<file path="src/mms_pkg.sv">
// Shared types and constants for the min/max contrast stretch block.
`default_nettype none
package mms_pkg;

   localparam int unsigned SAMPLE_W    = 16;
   localparam int unsigned VALUE_W     = 8;
   localparam int unsigned QUEUE_DEPTH = 2;
   localparam int unsigned DIV_STEPS   = 8;

   localparam logic [SAMPLE_W-1:0] LOW_INIT  = 16'hFFFF;
   localparam logic [SAMPLE_W-1:0] HIGH_INIT = 16'h0000;

   localparam logic OP_LOAD  = 1'b0;
   localparam logic OP_FETCH = 1'b1;

   typedef struct packed {
      logic [SAMPLE_W-1:0] sample;
      logic [SAMPLE_W-1:0] low;
      logic [SAMPLE_W-1:0] high;
      logic                last;
   } job_type;

endpackage
`default_nettype wire

</file>
<file path="src/mms_queue.sv">
// Short job queue between the front end and the divider back end.
`default_nettype none
module mms_queue
   import mms_pkg::*;
(
   input  wire                                 clock,
   input  wire                                 reset,
   input  wire                                 push,
   input  wire job_type                        push_job,
   input  wire                                 pop,
   output job_type                             head_job,
   output logic                                empty,
   output logic [$clog2(QUEUE_DEPTH+1)-1:0]    count
);

   localparam int unsigned PW = (QUEUE_DEPTH > 1) ? $clog2(QUEUE_DEPTH) : 1;
   localparam int unsigned CW = $clog2(QUEUE_DEPTH + 1);

   job_type         slot_ff [QUEUE_DEPTH];
   logic [PW-1:0]   wr_ptr_ff, wr_ptr_in;
   logic [PW-1:0]   rd_ptr_ff, rd_ptr_in;
   logic [CW-1:0]   count_ff, count_in;

   function automatic logic [PW-1:0] bump(input logic [PW-1:0] p);
      if (p == PW'(QUEUE_DEPTH - 1)) begin
         return '0;
      end
      return p + PW'(1);
   endfunction

   always_comb begin
      wr_ptr_in = push ? bump(wr_ptr_ff) : wr_ptr_ff;
      rd_ptr_in = pop ? bump(rd_ptr_ff) : rd_ptr_ff;
      count_in  = count_ff;
      if (push && !pop) begin
         count_in = count_ff + CW'(1);
      end else if (pop && !push) begin
         count_in = count_ff - CW'(1);
      end
   end

   always_ff @(posedge clock) begin
      if (reset) begin
         wr_ptr_ff <= '0;
         rd_ptr_ff <= '0;
         count_ff  <= '0;
      end else begin
         wr_ptr_ff <= wr_ptr_in;
         rd_ptr_ff <= rd_ptr_in;
         count_ff  <= count_in;
      end
   end

   always_ff @(posedge clock) begin
      if (push) begin
         slot_ff[wr_ptr_ff] <= push_job;
      end
   end

   assign head_job = slot_ff[rd_ptr_ff];
   assign empty    = (count_ff == '0);
   assign count    = count_ff;

   a_no_overflow: assert property (@(posedge clock) disable iff (reset)
      push && !pop |-> count_ff < CW'(QUEUE_DEPTH))
      else $error("job queue overflow");

   a_no_underflow: assert property (@(posedge clock) disable iff (reset)
      pop |-> count_ff != '0)
      else $error("job queue underflow");

endmodule
`default_nettype wire

</file>
<file path="config.mk">
export PLATFORM = sky130hd
export DESIGN_NAME = mms_queue
export DESIGN_NICKNAME = d
export VERILOG_FILES = /design/src/mms_pkg.sv /design/src/mms_queue.sv
export SDC_FILE = /design/constraint.sdc
export NUM_CORES = 1
export LEC_CHECK = 0
export ABC_AREA = 1
export BUFFER_PORTS_ARGS = -buffer_cell sky130_fd_sc_hd__buf_2
export CAP_MARGIN = 20
export CORE_AREA = 2 2 87 89
export CTS_CLUSTER_SIZE = 14
export DETAILED_ROUTE_END_ITERATION = 8
export DIE_AREA = 0 0 89 91
export PLACE_DENSITY = 0.81
export SYNTH_ARGS = -nofsm -noshare
export SYNTH_HDL_FRONTEND = slang
export SYNTH_SLANG_ARGS = --single-unit
</file>
<file path="constraint.sdc">
create_clock -name clock -period 5.6 [get_ports clock]
set_clock_uncertainty 0.15 [all_clocks]
set_input_delay 0.56 -clock clock [delete_from_list [all_inputs] [get_ports clock]]
set_output_delay 0.56 -clock clock [all_outputs]
set_load 0.05 [all_outputs]
</file>
Word-level counts from Yosys, hierarchy flattened
Memory sizes are Yosys's and may differ from the RTL's. A register that Yosys moved wholly into a read port is not among the register bits.
Index checks and enable logic that the tools add are counted.
- $add $sub $neg: 4
- multiply operators: 0
- divide/modulo/power cells: 0
- magnitude comparators: 0
- equal/unequal tests: 0
- shift-type cells: 0
- mux-type cells: 12
- bitwise gates (word level): 0
- reductions and logical operators: 6
- operators by type and width (operator ; count):
    two-way mux 1 bit ; 10
    two-way mux 2 bit ; 2
    adder 1 bit (second input constant) ; 2
    adder 2 x 1 -> 2 bit (second input constant) ; 1
    logical AND 1 bit ; 2
    logical NOT 1 bit ; 2
    logical NOT 2 bit ; 1
    nonzero test 2 bit ; 1
    subtractor 2 x 1 -> 2 bit (second input constant) ; 1
- flip-flop bits (word level): 4
- bits in latches: 0
- bits in writable memories: 98
- ROM bits: 0
- input bits: 53
- output and inout port bits: 52
- memories: 1
- memories (name ; depth ; width ; read ports ; clocked after memory_dff ; wr ports ; line ; RTL):
    slot_ff ; 2 ; 49 ; 1 ; 1 ; 1 ; mms_queue.sv:19 ; job_type slot_ff [QUEUE_DEPTH];

Longest topological paths before layout
- word-level depth: 4
- gate-level depth with buffers: 8

Least setup slack after synthesis
Ideal clock, no wire load.
- path kind: input port to flip-flop
- from: input push
- to: memory slot_ff[0][0] (netlist name), enable pin
- arrival: 2.658 ns
- data required time: 4.993 ns
- slack: 2.335 ns
- stages on the path: 2
- buffers on the path: 0
- path through: inv_1 -> nor2_1
- longest elaborated chain between the ends: 2
- ends and longest elaborated chain (what ; line ; RTL):
    start: declaration ; mms_queue.sv:8 ; input wire push,
    two-way mux 1 bit ; mms_queue.sv:55 ; if (push) begin
    two-way mux 1 bit (not written as such) ; mms_queue.sv:56 ; slot_ff[wr_ptr_ff] <= push_job;
    end: declaration ; mms_queue.sv:19 ;
Every way passes these cells.

==> flow_summary.ini <==
[layout]
num-nets-final = 351
final_cell_count_no_fill = 401
multi_input_area_um2 = 686
syn2layout_area_growth_pct = 22.1
drive_above_1_share_pct = 57.9
ff_latch_area_um2 = 3040
antenna_cells = 0
fillers = 547

[power]
p_leak_nw = 1.79
max-vdd-ir-drop_v = 0.000203
power.density_nw_per_um2 = 357

[hold_path]
hold_path_class = in -> reg

[synth]
synthAdderAreaFrac_pct = 0.329
synth_top_family_by_area = multiplexers
yosysWarningCount = 0
synth_fp_nets = 238
synth_mux_area_share_pct = 15.5
synth-seq-cells = 103
synth.distinct_cells = 17
yosysSeqAreaShare_pct = 80.0
netlist_area_um2 = 3800
synth-compound-area-share_pct = 0.263
synthTopCellsByArea = edfxtp_1 77%, mux2_2 12%, mux2_4 3.9%
synth_largest_area_cell = edfxtp_1
synth.avg_cell_area_um2 = 20.7
syn-instance-count = 184
yosys.area_share.simple_pct = 1.51
yosysTopAreaCellShare_pct = 77.4
yosys.area_share.xor_xnor_pct = 0.230

[setup_path]
critPathRequiredTime_ns = 4.89
cp.arrival_ns = 2.15
critical-path-slowest-cell = dfxtp_2
cp-end-kind = output pin
r2r_slack_ns = 3.74
path_max_fanout = 26
start_kind = register
path_buf_inv = 2
critPathKind = reg -> out
path_delay_family = flip-flops
crit_path_cell_trace = buf_4, mux2_2, buf_2
critPathMaxStageDelay_ns = 0.70

[run]
max-cap-violations = 0

[run_status]
status = finished clean

[cts]
htree_levels = 3
cts_resized = 0
clk_latency_ns = 0.34
cts-root-buf = clkbuf_8
cts_hold_buf = 0
clk_pin_slew_ns = 0.10
cts_buffer_depth = 2
cts_sinks = 103
cts_tree = yes
numCtsBuffers = 9
cts_setup_buffers = 0

[sta]
post-route-period-util_pct = 51.0
clock.fmax_mhz = 350
min_period_ns = 2.86
slew_viol_final = 0
whs_ns = 0.241
setup_viol = 0
relSlewSlack_pct = 54.3
worstMarginPinSlew_ns = 0.684
rsz0062_at_grt = false
tns_ns = 0
hold_violations = 0

[die]
initial_utilization_pct = 53.3
dieHeight_um = 91
boundaryPins = 105
die_w_um = 89
coreArea_um2 = 7140
die_area_um2 = 8100
rows = 31

[placement]
place_congestion = 0.673
post-dp-hpwl_um = 4090
io_buffers = 104
placed_cells = 384

[grt]
grt_use_total_pct = 15.5
first_global_vias = 1958
antenna_found_initial = 0
grt_pass1_wl_um = 9330
grt_overflow = 0
grt_max_degree = 51

[drt]
drt_wl_total_um = 6110
drcViolationCount = 0
wl_per_cell_um = 15.2
drt_pass1_iterations = 4
viasPerCell = 4.84
ant_nets = 0
drt_iter0_markers = 85
vias = 1940
-- cell usage after synthesis --
master and n:
a21oi_1 1, buf_4 3, buf_6 1, buf_8 1, dfxtp_1 5, edfxtp_1 98, ha_1 1, inv_1 9
mux2_2 39, mux2_4 10, nand2_1 5, nand3_1 1, nand4_1 1, nor2_1 6, nor3_1 1, o21ai_0 1
xnor2_1 1
-- state kept, by name, summed over array words and instances (netlist names), named ones only --
signal,cells
slot_ff,98
count,2
rd_ptr_ff,1
wr_ptr_ff,1
-- power breakdown --
part	internal, mW	switching [mW]
combinational	0.0874	0.205
sequential	0.889	0.0178
clock	0.212	0.246
total	1.19	0.469
-- worst paths after layout --
| check | cells past startpoint | start | end |
|---|---|---|---|
| max | 3 | register | head_job[18] |
| min | 1 | push_job[6] | slot_ff[1][6] |
| max reg2reg | 2 | wr_ptr_ff | slot_ff[0][11] |
| min reg2reg | 2 | rd_ptr_ff | register |
-- metal layers --
layer,vias to the layer above,track usage [%],wire length (um)
met5,-,0,0
met4,0,5.97,110
met3,9,4.09,342
met2,61,26.6,3290
met1,942,18.4,2370
li1,928,-,-
-- per-stage QoR --
| step | setup WS (ns) | util, % | area (um2) | power, mW |
|---|---|---|---|---|
| CTS | 2.69 | 64.8 | 4630 | 1.68 |
| floorplan | 2.33 | - | 3800 | 1.15 |
| finish | 2.74 | 65.1 | 4650 | 1.66 |
| global placement | 3.10 | 62.0 | 4420 | 1.21 |
| global route | 2.60 | 65.1 | 4650 | 1.73 |
| detailed placement | 3.09 | 62.0 | 4420 | 1.22 |
-- cell type report --
class | count | share of cell area, %
tap | 99 | 2.67
sequential | 103 | 65.5
multi-input combinational | 67 | 14.8
inverter | 9 | 0.727
timing repair buffer | 107 | 12.0
clock inverter | 7 | 1.70
clock buffer | 9 | 2.67
-- layout by cell type (no fill, tap or decap), types with 2 or more instances in the layout --
cell type	Yosys	layout
nor2_1	6	5
clkbuf_8	0	9
dfxtp_1	5	4
mux2_4	10	10
buf_4	3	2
clkinvlp_4	0	2
edfxtp_1	98	98
nand2_1	5	5
inv_6	0	2
inv_1	9	8
mux2_2	39	39
buf_2	0	104
-- kinds of logic (layout without fill, tap and decap cells) --
kind of cell	after synthesis	after routing
AO/OA/AOI/OAI	2	2
XOR/XNOR	1	1
adder cells (fa/ha/maj)	1	1
buffers and inverters	14	132
flip-flops	103	103
multiplexers	49	49
AND/OR/NAND/NOR	14	14
(Power assumes the default switching activity.)
