<file path="config.mk">
export PLATFORM = sky130hd
export DESIGN_NAME = mms_back
export DESIGN_NICKNAME = d
export VERILOG_FILES = /design/src/mms_pkg.sv /design/src/mms_back.sv
export SDC_FILE = /design/constraint.sdc
export NUM_CORES = 1
export LEC_CHECK = 0
export ABC_AREA = 1
export BUFFER_PORTS_ARGS = -buffer_cell sky130_fd_sc_hd__buf_2
export CAP_MARGIN = 20
export CELL_PAD_IN_SITES_DETAIL_PLACEMENT = 1
export CELL_PAD_IN_SITES_GLOBAL_PLACEMENT = 1
export CORE_MARGIN = 2
export CORE_UTILIZATION = 44
export DETAILED_ROUTE_END_ITERATION = 8
export GPL_TIMING_DRIVEN = 1
export PLACE_DENSITY_LB_ADDON = 0.15
export SYNTH_ARGS = -nofsm -noshare
export SYNTH_HDL_FRONTEND = slang
export SYNTH_SLANG_ARGS = --single-unit
export TNS_END_PERCENT = 5
</file>
<file path="constraint.sdc">
create_clock -name clock -period 9.1 [get_ports clock]
set_clock_uncertainty 0.1 [all_clocks]
set_input_delay 2.275 -clock clock [delete_from_list [all_inputs] [get_ports clock]]
set_output_delay 2.275 -clock clock [all_outputs]
set_load 0.01 [all_outputs]
</file>
<file path="src/mms_pkg.sv">
// Shared types and constants for the min/max contrast stretch block.
`default_nettype none
package mms_pkg;

   localparam int unsigned SAMPLE_W    = 16;
   localparam int unsigned VALUE_W     = 8;
   localparam int unsigned QUEUE_DEPTH = 2;
   localparam int unsigned DIV_STEPS   = 8;

   localparam logic [SAMPLE_W-1:0] LOW_INIT  = 16'hFFFF;
   localparam logic [SAMPLE_W-1:0] HIGH_INIT = 16'h0000;

   localparam logic OP_LOAD  = 1'b0;
   localparam logic OP_FETCH = 1'b1;

   typedef struct packed {
      logic [SAMPLE_W-1:0] sample;
      logic [SAMPLE_W-1:0] low;
      logic [SAMPLE_W-1:0] high;
      logic                last;
   } job_type;

endpackage
`default_nettype wire

</file>
<file path="src/mms_back.sv">
// Back end: restoring divider that scales one job to an 8-bit result.
`default_nettype none
module mms_back
   import mms_pkg::*;
(
   input  wire                  clock,
   input  wire                  reset,
   input  wire                  empty,
   input  wire job_type         head_job,
   output logic                 pop,
   output logic                 rsp_valid,
   output logic [VALUE_W-1:0]   rsp_value,
   output logic                 rsp_last
);

   localparam logic ST_IDLE = 1'b0;
   localparam logic ST_DIV  = 1'b1;
   localparam int unsigned SW = $clog2(DIV_STEPS);

   logic                  state_ff, state_in;
   logic [SW-1:0]         step_ff, step_in;
   logic [SAMPLE_W-1:0]   rem_ff, rem_in;
   logic [SAMPLE_W-1:0]   den_ff, den_in;
   logic [VALUE_W-1:0]    quo_ff, quo_in;
   logic                  last_ff, last_in;
   logic                  valid_ff, valid_in;
   logic [VALUE_W-1:0]    value_ff, value_in;
   logic                  out_last_ff, out_last_in;

   logic [SAMPLE_W-1:0]             range;
   logic [SAMPLE_W-1:0]             off;
   logic [SAMPLE_W+VALUE_W-1:0]     num;
   logic [SAMPLE_W:0]               trial;
   logic                            qbit;

   always_comb begin
      range = head_job.high - head_job.low;
      off   = (head_job.sample >= head_job.low) ? head_job.sample - head_job.low : '0;
      if (off > range) begin
         off = range;
      end
      // 255 * off as a shift and subtract
      num   = {off, {VALUE_W{1'b0}}} - {{VALUE_W{1'b0}}, off};
      trial = {rem_ff, quo_ff[VALUE_W-1]};
      qbit  = trial >= {1'b0, den_ff};
   end

   always_comb begin
      state_in    = state_ff;
      step_in     = step_ff;
      rem_in      = rem_ff;
      den_in      = den_ff;
      quo_in      = quo_ff;
      last_in     = last_ff;
      pop         = 1'b0;
      valid_in    = 1'b0;
      value_in    = value_ff;
      out_last_in = out_last_ff;
      case (state_ff)
         ST_IDLE: begin
            if (!empty) begin
               pop = 1'b1;
               if (head_job.high > head_job.low) begin
                  state_in = ST_DIV;
                  step_in  = '0;
                  rem_in   = num[SAMPLE_W+VALUE_W-1:VALUE_W];
                  quo_in   = num[VALUE_W-1:0];
                  den_in   = range;
                  last_in  = head_job.last;
               end else begin
                  // Flat frame: pass the low byte through.
                  valid_in    = 1'b1;
                  value_in    = head_job.sample[VALUE_W-1:0];
                  out_last_in = head_job.last;
               end
            end
         end
         ST_DIV: begin
            rem_in  = qbit ? SAMPLE_W'(trial - {1'b0, den_ff}) : trial[SAMPLE_W-1:0];
            quo_in  = {quo_ff[VALUE_W-2:0], qbit};
            step_in = step_ff + SW'(1);
            if (step_ff == SW'(DIV_STEPS - 1)) begin
               state_in    = ST_IDLE;
               valid_in    = 1'b1;
               value_in    = {quo_ff[VALUE_W-2:0], qbit};
               out_last_in = last_ff;
            end
         end
         default: begin
            state_in = ST_IDLE;
         end
      endcase
   end

   always_ff @(posedge clock) begin
      if (reset) begin
         state_ff <= ST_IDLE;
         step_ff  <= '0;
         valid_ff <= 1'b0;
      end else begin
         state_ff <= state_in;
         step_ff  <= step_in;
         valid_ff <= valid_in;
      end
   end

   always_ff @(posedge clock) begin
      rem_ff      <= rem_in;
      den_ff      <= den_in;
      quo_ff      <= quo_in;
      last_ff     <= last_in;
      value_ff    <= value_in;
      out_last_ff <= out_last_in;
   end

   assign rsp_valid = valid_ff;
   assign rsp_value = value_ff;
   assign rsp_last  = out_last_ff;

   a_div_nonzero: assert property (@(posedge clock) disable iff (reset)
      state_ff == ST_DIV |-> den_ff != '0 && rem_ff < den_ff)
      else $error("divider running with bad remainder or zero range");

endmodule
`default_nettype wire
</file>
# == Word level (Yosys, flattened, before mapping) ==
# Cells that the tools add are included.
# totals
in_bits,52
out_inout_bits,11
regBits,55
# op_classes
n_addsub,5
n_bitwise,2
n_reduce_logical,3
magnitude_cmp,4
muxes,30
n_eq_ne,5
# ops
op,count
16-bit two-way mux,5
16-bit subtractor,3
8-bit two-way mux,5
16-bit greater-than comparator,2
16-bit one-hot mux with 2 select lines,1
8-bit one-hot mux with 2 select lines,2
24-bit by 16-bit subtractor with 24-bit output,1
17-bit by 16-bit >= comparator with 1-bit output,1
16-bit >= comparator,1
1-bit two-way mux,11
3-bit two-way mux,2
"2-bit != test, second input constant",3
1-bit one-hot mux with 2 select lines,3
3-bit one-hot mux with 2 select lines,1
3-bit AND reduction,2
"3-bit by 1-bit adder with 3-bit output, second input constant",1
"3-bit == test, second input constant",1
"2-bit by 1-bit != test with 1-bit output, second input constant",1
1-bit NOT,2
2-bit AND reduction,1

# == Logic depth before layout (Yosys ltp) ==
# Gate-level depths: netlist of the first run.
# logic_depth
word_depth,8
depth_mapped,40
mapped_depth_nobuf,38

# == Worst setup path before layout of the first run ==
# Ideal clock, no wire load.
# synth_timing
path_kind,input -> register
from,in head_job[1] (netlist bit)
to,reg rem_ff[12] (data pin)
t_arrival_ps,7014
required_ps,8744
path_stages,32
path_slack_ps,1730
path_cell_list,inv_1 -> ha_1 -> inv_1 -> fa_1 -> a21oi_1 -> o21bai_1 -> a21oi_1 -> o21ai_0 -> a21boi_0 -> o21ai_0 -> xor2_1 -> inv_1 -> ha_1 -> nand2_1 -> nor2_1 -> a2111oi_0 -> nand2_4 -> nand2_8 -> buf_6 -> inv_1 -> nand2_1 -> o21a_1 -> inv_1 -> ha_1 -> a21oi_1 -> inv_1 -> a31oi_1 -> nand4_1 -> a21oi_1 -> nand3_1 -> nand3_1 -> nand2_1
# synth_between
elab_chain_len,7
# synth_rtl
element,line_no,source
"start, declared",mms_back.sv:9,"input wire job_type head_job,"
16-bit subtractor (*),mms_back.sv:37,range = head_job.high - head_job.low;
via range[14],mms_back.sv:30,logic [SAMPLE_W-1:0] range;
16-bit greater-than comparator,mms_back.sv:39,if (off > range) begin
16-bit two-way mux (*),mms_back.sv:39,
24-bit by 16-bit subtractor with 24-bit output (*),mms_back.sv:43,"num = {off, {VALUE_W{1'b0}}} - {{VALUE_W{1'b0}}, off};"
16-bit two-way mux (*),mms_back.sv:63,if (head_job.high > head_job.low) begin
16-bit two-way mux (*),mms_back.sv:61,if (!empty) begin
16-bit one-hot mux with 2 select lines (*),mms_back.sv:59,case (state_ff)
via rem_in[12],mms_back.sv:22,"logic [SAMPLE_W-1:0] rem_ff, rem_in;"
"end signal, assigned",mms_back.sv:108,rem_ff <= rem_in;
"end, declared",mms_back.sv:22,
# Mark *: on every way through the listed nets, which the timed path passes. The rest lies on a longest branch. The select of a mux whose other input is x is not followed.
# A chain may end at the register's enable or synchronous reset.

# == Worst setup path in the final report of the first run ==
# Same ends and word-level chain as after synthesis.

==> flow_summary.json, run 1 <==
{
  "cp-end-kind": "flip-flop",
  "rr_startpoint": "rem_ff[0]",
  "start_util": 0.4440,
  "layout_commonest_cell": "nand2_1",
  "seq_area_sq_um": 1602,
  "grt_overflow": 0,
  "arrival_ns": 8.27,
  "drt_iter0_drc": 333,
  "crit_top_cell": "nand2_1",
  "synth_edf_count": 50,
  "htreeDepth": 2,
  "p_sw_w": 0.0008900,
  "period_needed_ns": 8.318,
  "ctsResizeCount": 0,
  "nets": 1089,
  "sequentialPowerShare": 0.218,
  "setup_tns_ns": 0,
  "seq_area_frac_synth": 0.2510,
  "r2r-end": "rem_ff[5]",
  "grt_start_max_net_pins": 40,
  "critPathSlowestCell": "a2111oi_0",
  "via_count": 6081,
  "final-setup-viol-count": 0,
  "clk_path_buf_depth": 2,
  "core_area_sq_um": 14370,
  "maxCapViolCount": 0,
  "antenna_cells": 0,
  "pwr-share-comb": 0.654,
  "cts_hold_buf": 0,
  "hpwl_mm": 16.00,
  "grt_pass1_vias": 6357,
  "final_cell_mix": "nand2_1 (221), inv_1 (133), a21oi_1 (82)",
  "slew_headroom": 0.3507,
  "yosysTopAreaCellShare": 0.2353,
  "clkTransAtPathRegs_ns": 0.08,
  "synthCells": 906,
  "min_from": "step_ff[2]",
  "grt_usage": 0.2469,
  "firstDrtPassIters": 4,
  "crit_end": "rem_ff[12]",
  "crit_buf_inv": 5,
  "ys_ff_latch": 55,
  "final_hold_viol_count": 0,
  "p_leak_nw": 3.644,
  "criticalPathCategory": "primary input to flip-flop",
  "synth_cell_type_count": 53,
  "status": "complete, no violations",
  "required_ns": 9.05,
  "synth_area_leader_cell": "edfxtp_1",
  "die_area_sq_um": 15480,
  "finalCritPeriodShare": 0.9140,
  "routedWlPerCell_um": 16.55,
  "synth-main-ff-cell": "edfxtp_1",
  "post-cts-setup-buffers": 0,
  "async_flop_share": 0,
  "portBuffers": 62,
  "p_total_w": 0.001758,
  "fill_cells": 1936,
  "critPathLaunchType": "primary input",
  "synth_area_per_cell_sq_um": 7.042,
  "pwr-share-clk": 0.128,
  "io_pins": 63,
  "hold_slack_ns": 0.3683,
  "antenna_found_initial": 0,
  "fmax_mhz": 120.2,
  "critPathMaxStageDelay_ns": 0.71,
  "r2r_setup_slack_ns": 4.82,
  "finish.utilization": 0.4907,
  "netlist_top_cells_area": "edfxtp_1 (24%), ha_1 (14%), nand2_1 (13%)",
  "syn_nets": 1033,
  "ant_nets": 0,
  "routed_wirelength_mm": 18.99,
  "die_y_um": 124.4,
  "synth_area_sq_um": 6380,
  "cp-startpoint": "head_job[1]",
  "p_int_w": 0.0008679,
  "routed_via_density": 5.302,
  "die_w_um": 124.4,
  "p_per_area_nw_per_um2": 249.3,
  "drv_slew": 0,
  "cts-buffers-inserted": 5,
  "grt_setup_unrepaired": "no",
  "crit_cells": 31,
  "cts.sinks": 55,
  "gp_congestion": 0.8853,
  "drive_above_1_share": 0.1568,
  "synth_warnings": 0,
  "tightest_slew_ns": 0.9716,
  "reg2regPathDepth": 18,
  "num_rows": 44,
  "root_buffer": "clkbuf_16",
  "cp_max_fo": 25,
  "grt_pass1_wl_mm": 31.28,
  "clk_latency_ns": 0.31,
  "areaGrowthSynthToFinish_pct": 10.51,
  "hold_path.class": "flip-flop to flip-flop",
  "cts_tree": "yes",
  "remaining_drc_errors": 0,
  "swShare": 0.5063,
  "multi_input_area_sq_um": 4154,
  "peakVddDrop_mv": 0.08658,
  "cp_top_family": "simple AND/OR/NAND/NOR gates"
}
-- synthesized netlist by cell type (3+ instances only) --
cell type  count
o21ai_2        4
inv_1        133
edfxtp_1      50
o21a_1         3
nand2_4        4
o21ai_0       40
fa_1           3
nand3_2        8
nor2_4         5
nand3_1       63
inv_2          7
a21oi_1       82
ha_1          72
xnor2_1       11
nand2_1      221
xor2_1        17
nor2_1        55
o31ai_1        4
nand2_2       31
o211ai_1       3
clkbuf_1       4
o21bai_1       9
buf_2          6
a21oi_2        3
dfxtp_1        5
nand4_1       10
a31oi_1        6
or2_2          6
nor3_1        10
-- power by group through the flow --
| stage | logic [W] | registers [W] | clock network (W) |
|---|---|---|---|
| 6_report | 0.00115 | 0.000384 | 0.000224 |
| 3_5_place_dp | 0.00113 | 0.000390 | 0 |
| 2_1_floorplan | 0.000870 | 0.000383 | 0 |
| 3_3_place_gp | 0.00110 | 0.000387 | 0 |
| 4_1_cts | 0.00114 | 0.000385 | 0.000225 |
| 5_1_grt | 0.00130 | 0.000389 | 0.000232 |
-- worst min path at each step --
stage	end	cells past startpoint
2_1_floorplan	step_ff[0]	1
3_3_place_gp	step_ff[0]	1
3_5_place_dp	step_ff[2]	2
4_1_cts	step_ff[2]	2
5_1_grt	step_ff[1]	2
6_report	step_ff[2]	2
-- stage by stage --
| step | area [sq um] | setup slack (ns) | std cells |
|---|---|---|---|
| floorplan | 6380 | 1.730 | 906 |
| global placement | 6848 | 0.7021 | 1138 |
| detailed placement | 6848 | 0.4881 | 1138 |
| CTS | 7023 | 0.7986 | 1146 |
| global route | 7051 | 0.2792 | 1147 |
| finish | 7051 | 0.7822 | 1147 |
-- flip-flops by register name (all words and copies together) (netlist names) --
signal	count
den_ff	16
rem_ff	16
quo_ff	8
rsp_value	8
step_ff	3
last_ff	1
rsp_last	1
rsp_valid	1
state_ff	1
-- tightest hold or removal path: cells and delay by family, from the launching register on --
family           cells  cell delay (ns)
AND/OR/NAND/NOR      1             0.06
flip-flops           1             0.32
AO/OA/AOI/OAI        1             0.05
-- logic make-up (layout without fill, tap and decap cells) --
group           Yosys count  after routing  synth area share
fa+ha+maj                75             75            0.1506
flops                    55             55            0.2510
buf+inv                 158            215           0.09962
xor+xnor                 29             29           0.04099
compound gates          161            161            0.1414
simple gates            428            428            0.3163
-- routing by layer --
metal,track usage,wire length (um),vias up
met5,0,0,-
met4,0.07997,528,0
met3,0.02062,644,22
met2,0.4282,8993,85
met1,0.3256,8821,2863
li1,-,-,3111
-- layout make-up --
cell class                      instances  share of cell area
Multi-Input combinational cell        693              0.5892
Sequential cell                        55              0.2272
Inverter                              141             0.07507
Timing Repair Buffer                   66             0.05111
Tap cell                              184             0.03265
Clock buffer                            6             0.02130
Clock inverter                          2            0.003549
Power figures use the tool's default switching activity.
==> run 2, diff against run 1 <==
--- a/config.mk
+++ b/config.mk
@@ -5,13 +5,12 @@
 export SDC_FILE = /design/constraint.sdc
 export NUM_CORES = 1
 export LEC_CHECK = 0
-export ABC_AREA = 1
 export BUFFER_PORTS_ARGS = -buffer_cell sky130_fd_sc_hd__buf_2
 export CAP_MARGIN = 20
 export CELL_PAD_IN_SITES_DETAIL_PLACEMENT = 1
 export CELL_PAD_IN_SITES_GLOBAL_PLACEMENT = 1
 export CORE_MARGIN = 2
-export CORE_UTILIZATION = 44
+export CORE_UTILIZATION = 45
 export DETAILED_ROUTE_END_ITERATION = 8
 export GPL_TIMING_DRIVEN = 1
 export PLACE_DENSITY_LB_ADDON = 0.15
==> run 2 against run 1 <==
  * Worst hold slack improved by 0.059 ns
  * Register-to-register slack improved by 0.10 ns
  * First-iteration DRC count increased by 26%
  * Synthesized cell count decreased by 7.3%
  * Fmax decreased by 4.6%
  * Setup slack got worse by 0.40 ns
  * Clock power down 15%
  * Synthesized area rose by 8.1%
  * Global-route usage up 2.9 points
==> flow_summary.json, run 2 <==
{
  "cp-end-kind": "flip-flop",
  "grt_start_max_net_pins": 56,
  "p_per_area_nw_per_um2": 250.5,
  "cp_top_family": "compound AO/OA/AOI/OAI gates",
  "synth_commonest_cells": "inv_1 (85), ha_1 (72), a21oi_1 (66), o21ai_0 (60), nor2_1 (57)",
  "grt_pass1_wl_mm": 36.11,
  "clkTransAtPathRegs_ns": 0.07,
  "fill_cells": 1844,
  "firstDrtPassIters": 4,
  "sequentialPowerShare": 0.207,
  "p_sw_w": 0.0009091,
  "criticalPathCategory": "primary input to flip-flop",
  "io_pins": 63,
  "synth_area_leader_cell": "edfxtp_1",
  "reg2regPathDepth": 12,
  "drv_slew": 0,
  "place_ws_ns": 0.1574,
  "areaGrowthSynthToFinish_pct": 10.92,
  "required_ns": 9.02,
  "die_y_um": 127.8,
  "cts.sinks": 55,
  "antenna_found_initial": 0,
  "maxCapViolCount": 0,
  "clk_latency_ns": 0.29,
  "syn_nets": 967,
  "setup_tns_ns": 0,
  "p_leak_nw": 3.334,
  "routedWlPerCell_um": 20.70,
  "arrival_ns": 8.64,
  "critPathSlowestCell": "a311oi_1",
  "synth_warnings": 0,
  "cp-startpoint": "head_job[33]",
  "seq_area_frac_synth": 0.2323,
  "synth-main-ff-cell": "edfxtp_1",
  "synth_area_sq_um": 6895,
  "antenna_cells": 0,
  "synthCells": 840,
  "async_flop_share": 0,
  "num_rows": 45,
  "gp_congestion": 0.9462,
  "final_cell_mix": "inv_1 (85), ha_1 (72), a21oi_1 (65)",
  "hold_path.class": "flip-flop to flip-flop",
  "synth_cell_type_count": 90,
  "grt_usage": 0.2762,
  "die_w_um": 127.8,
  "nets": 1033,
  "multi_input_area_sq_um": 4843,
  "whs_path_depth": 2,
  "period_needed_ns": 8.718,
  "synth_area_per_cell_sq_um": 8.209,
  "cts-buffers-inserted": 5,
  "cts_tree": "yes",
  "seq_area_sq_um": 1603,
  "status": "complete, no violations",
  "crit_buf_inv": 5,
  "remaining_drc_errors": 0,
  "ys_ff_latch": 55,
  "hpwl_mm": 18.86,
  "drive_above_1_share": 0.1466,
  "hold_slack_ns": 0.4273,
  "fmax_mhz": 114.7,
  "tightest_slew_ns": 1.140,
  "critPathMaxStageDelay_ns": 0.49,
  "critPathLaunchType": "primary input",
  "routed_wirelength_mm": 22.66,
  "p_int_w": 0.001007,
  "clk_path_buf_depth": 2,
  "yosysTopAreaCellShare": 0.2177,
  "crit_cells": 29,
  "slew_headroom": 0.2321,
  "grt_pass1_vias": 6979,
  "worst_slack_ns": 0.3817,
  "core_area_sq_um": 15090,
  "layout_commonest_cell": "inv_1",
  "drt_iter0_drc": 419,
  "start_util": 0.4570,
  "peakVddDrop_mv": 0.09368,
  "via_count": 6659,
  "netlist_top_cells_area": "edfxtp_1 (22%), ha_1 (13%), a21oi_1 (4.8%)",
  "portBuffers": 62,
  "htreeDepth": 2,
  "rr_startpoint": "rem_ff[0]",
  "swShare": 0.4745,
  "yosysMostFrequentCell": "inv_1",
  "routed_via_density": 6.081,
  "grt_overflow": 0,
  "final-setup-viol-count": 0,
  "min_from": "step_ff[2]",
  "cp_max_fo": 11,
  "pwr-share-comb": 0.694,
  "grt_setup_unrepaired": "no",
  "die_area_sq_um": 16330,
  "root_buffer": "clkbuf_16",
  "pwr-share-clk": 0.100,
  "final_hold_viol_count": 0,
  "ant_nets": 0,
  "biggestRegsByFlops": "den_ff: 16 flops, rem_ff: 16 flops",
  "finalCritPeriodShare": 0.9581,
  "synth_edf_count": 50
}
-- run 2: cell families (layout without fill, tap and decap cells) --
group,Yosys count,after routing,share of synthesized area
multiplexers,25,25,0.03792
XOR/XNOR,45,45,0.05825
AO/OA/AOI/OAI,273,273,0.2749
buffers and inverters,114,181,0.06732
AND/OR/NAND/NOR,253,253,0.1900
flip-flops,55,55,0.2323
adder cells (fa/ha/maj),75,75,0.1394
-- run 2: worst reg2reg max path: stages (launching register included) --
cell and delay, ns:
edfxtp_1 0.42, ha_1 0.36, nor2b_1 0.15, o21ai_0 0.21
a21boi_0 0.19, o21bai_1 0.23, a21oi_1 0.16, o41a_1 0.43
o31a_1 0.31, o41a_1 0.68, mux2_2 0.43, a21oi_1 0.14
nand3_1 0.09
-- run 2: layer usage --
layer	global-route usage	part of all wire
met2	0.5055	0.50
met4	0.09050	0.027
met1	0.3443	0.44
met5	0	0
met3	0.02003	0.025
-- run 2: what timing repair did --
| action | CTS | global route |
|---|---|---|
| gates resized for setup | 0 | 2 |
| setup endpoints to repair | 0 | 4 |
| hold buffers | 0 | 0 |
| hold endpoints to repair | 0 | 0 |
| setup buffers | 0 | 0 |
-- run 2: area by class of cell --
| type | count | area share |
|---|---|---|
| clock buffers | 6 | 0.01685 |
| clock inverters | 2 | 0.002290 |
| inverters | 86 | 0.04221 |
| multi-input cells | 671 | 0.6332 |
| flip-flops and latches | 55 | 0.2096 |
| well taps | 188 | 0.03075 |
| repair buffers | 87 | 0.06511 |
-- run 2: metrics by stage --
stage                     cells  utilization  power [W]  area (sq um)
after global routing       1095       0.5069   0.002063          7649
after CTS                  1095       0.5063   0.001907          7640
after global placement     1087       0.4966   0.001637          7493
after floorplan             840            -   0.001347          6895
after detailed placement   1087       0.4966   0.001702          7493
final                      1095       0.5069   0.001916          7649
-- run 2: power by group through the flow --
stage | clock (W) | combinational (W) | sequential [W]
floorplan | 0 | 0.000953 | 0.000394
global placement | 0 | 0.00124 | 0.000398
detailed placement | 0 | 0.00130 | 0.000401
CTS | 0.000194 | 0.00132 | 0.000396
global route | 0.000203 | 0.00146 | 0.000402
finish | 0.000191 | 0.00133 | 0.000396
-- run 2: final timing paths --
path	end	slack, ns
setup / recovery	rem_ff[8]	0.38
hold / removal	step_ff[2]	0.43
setup reg to reg	rem_ff[7]	4.92
hold reg to reg	step_ff[2]	0.43
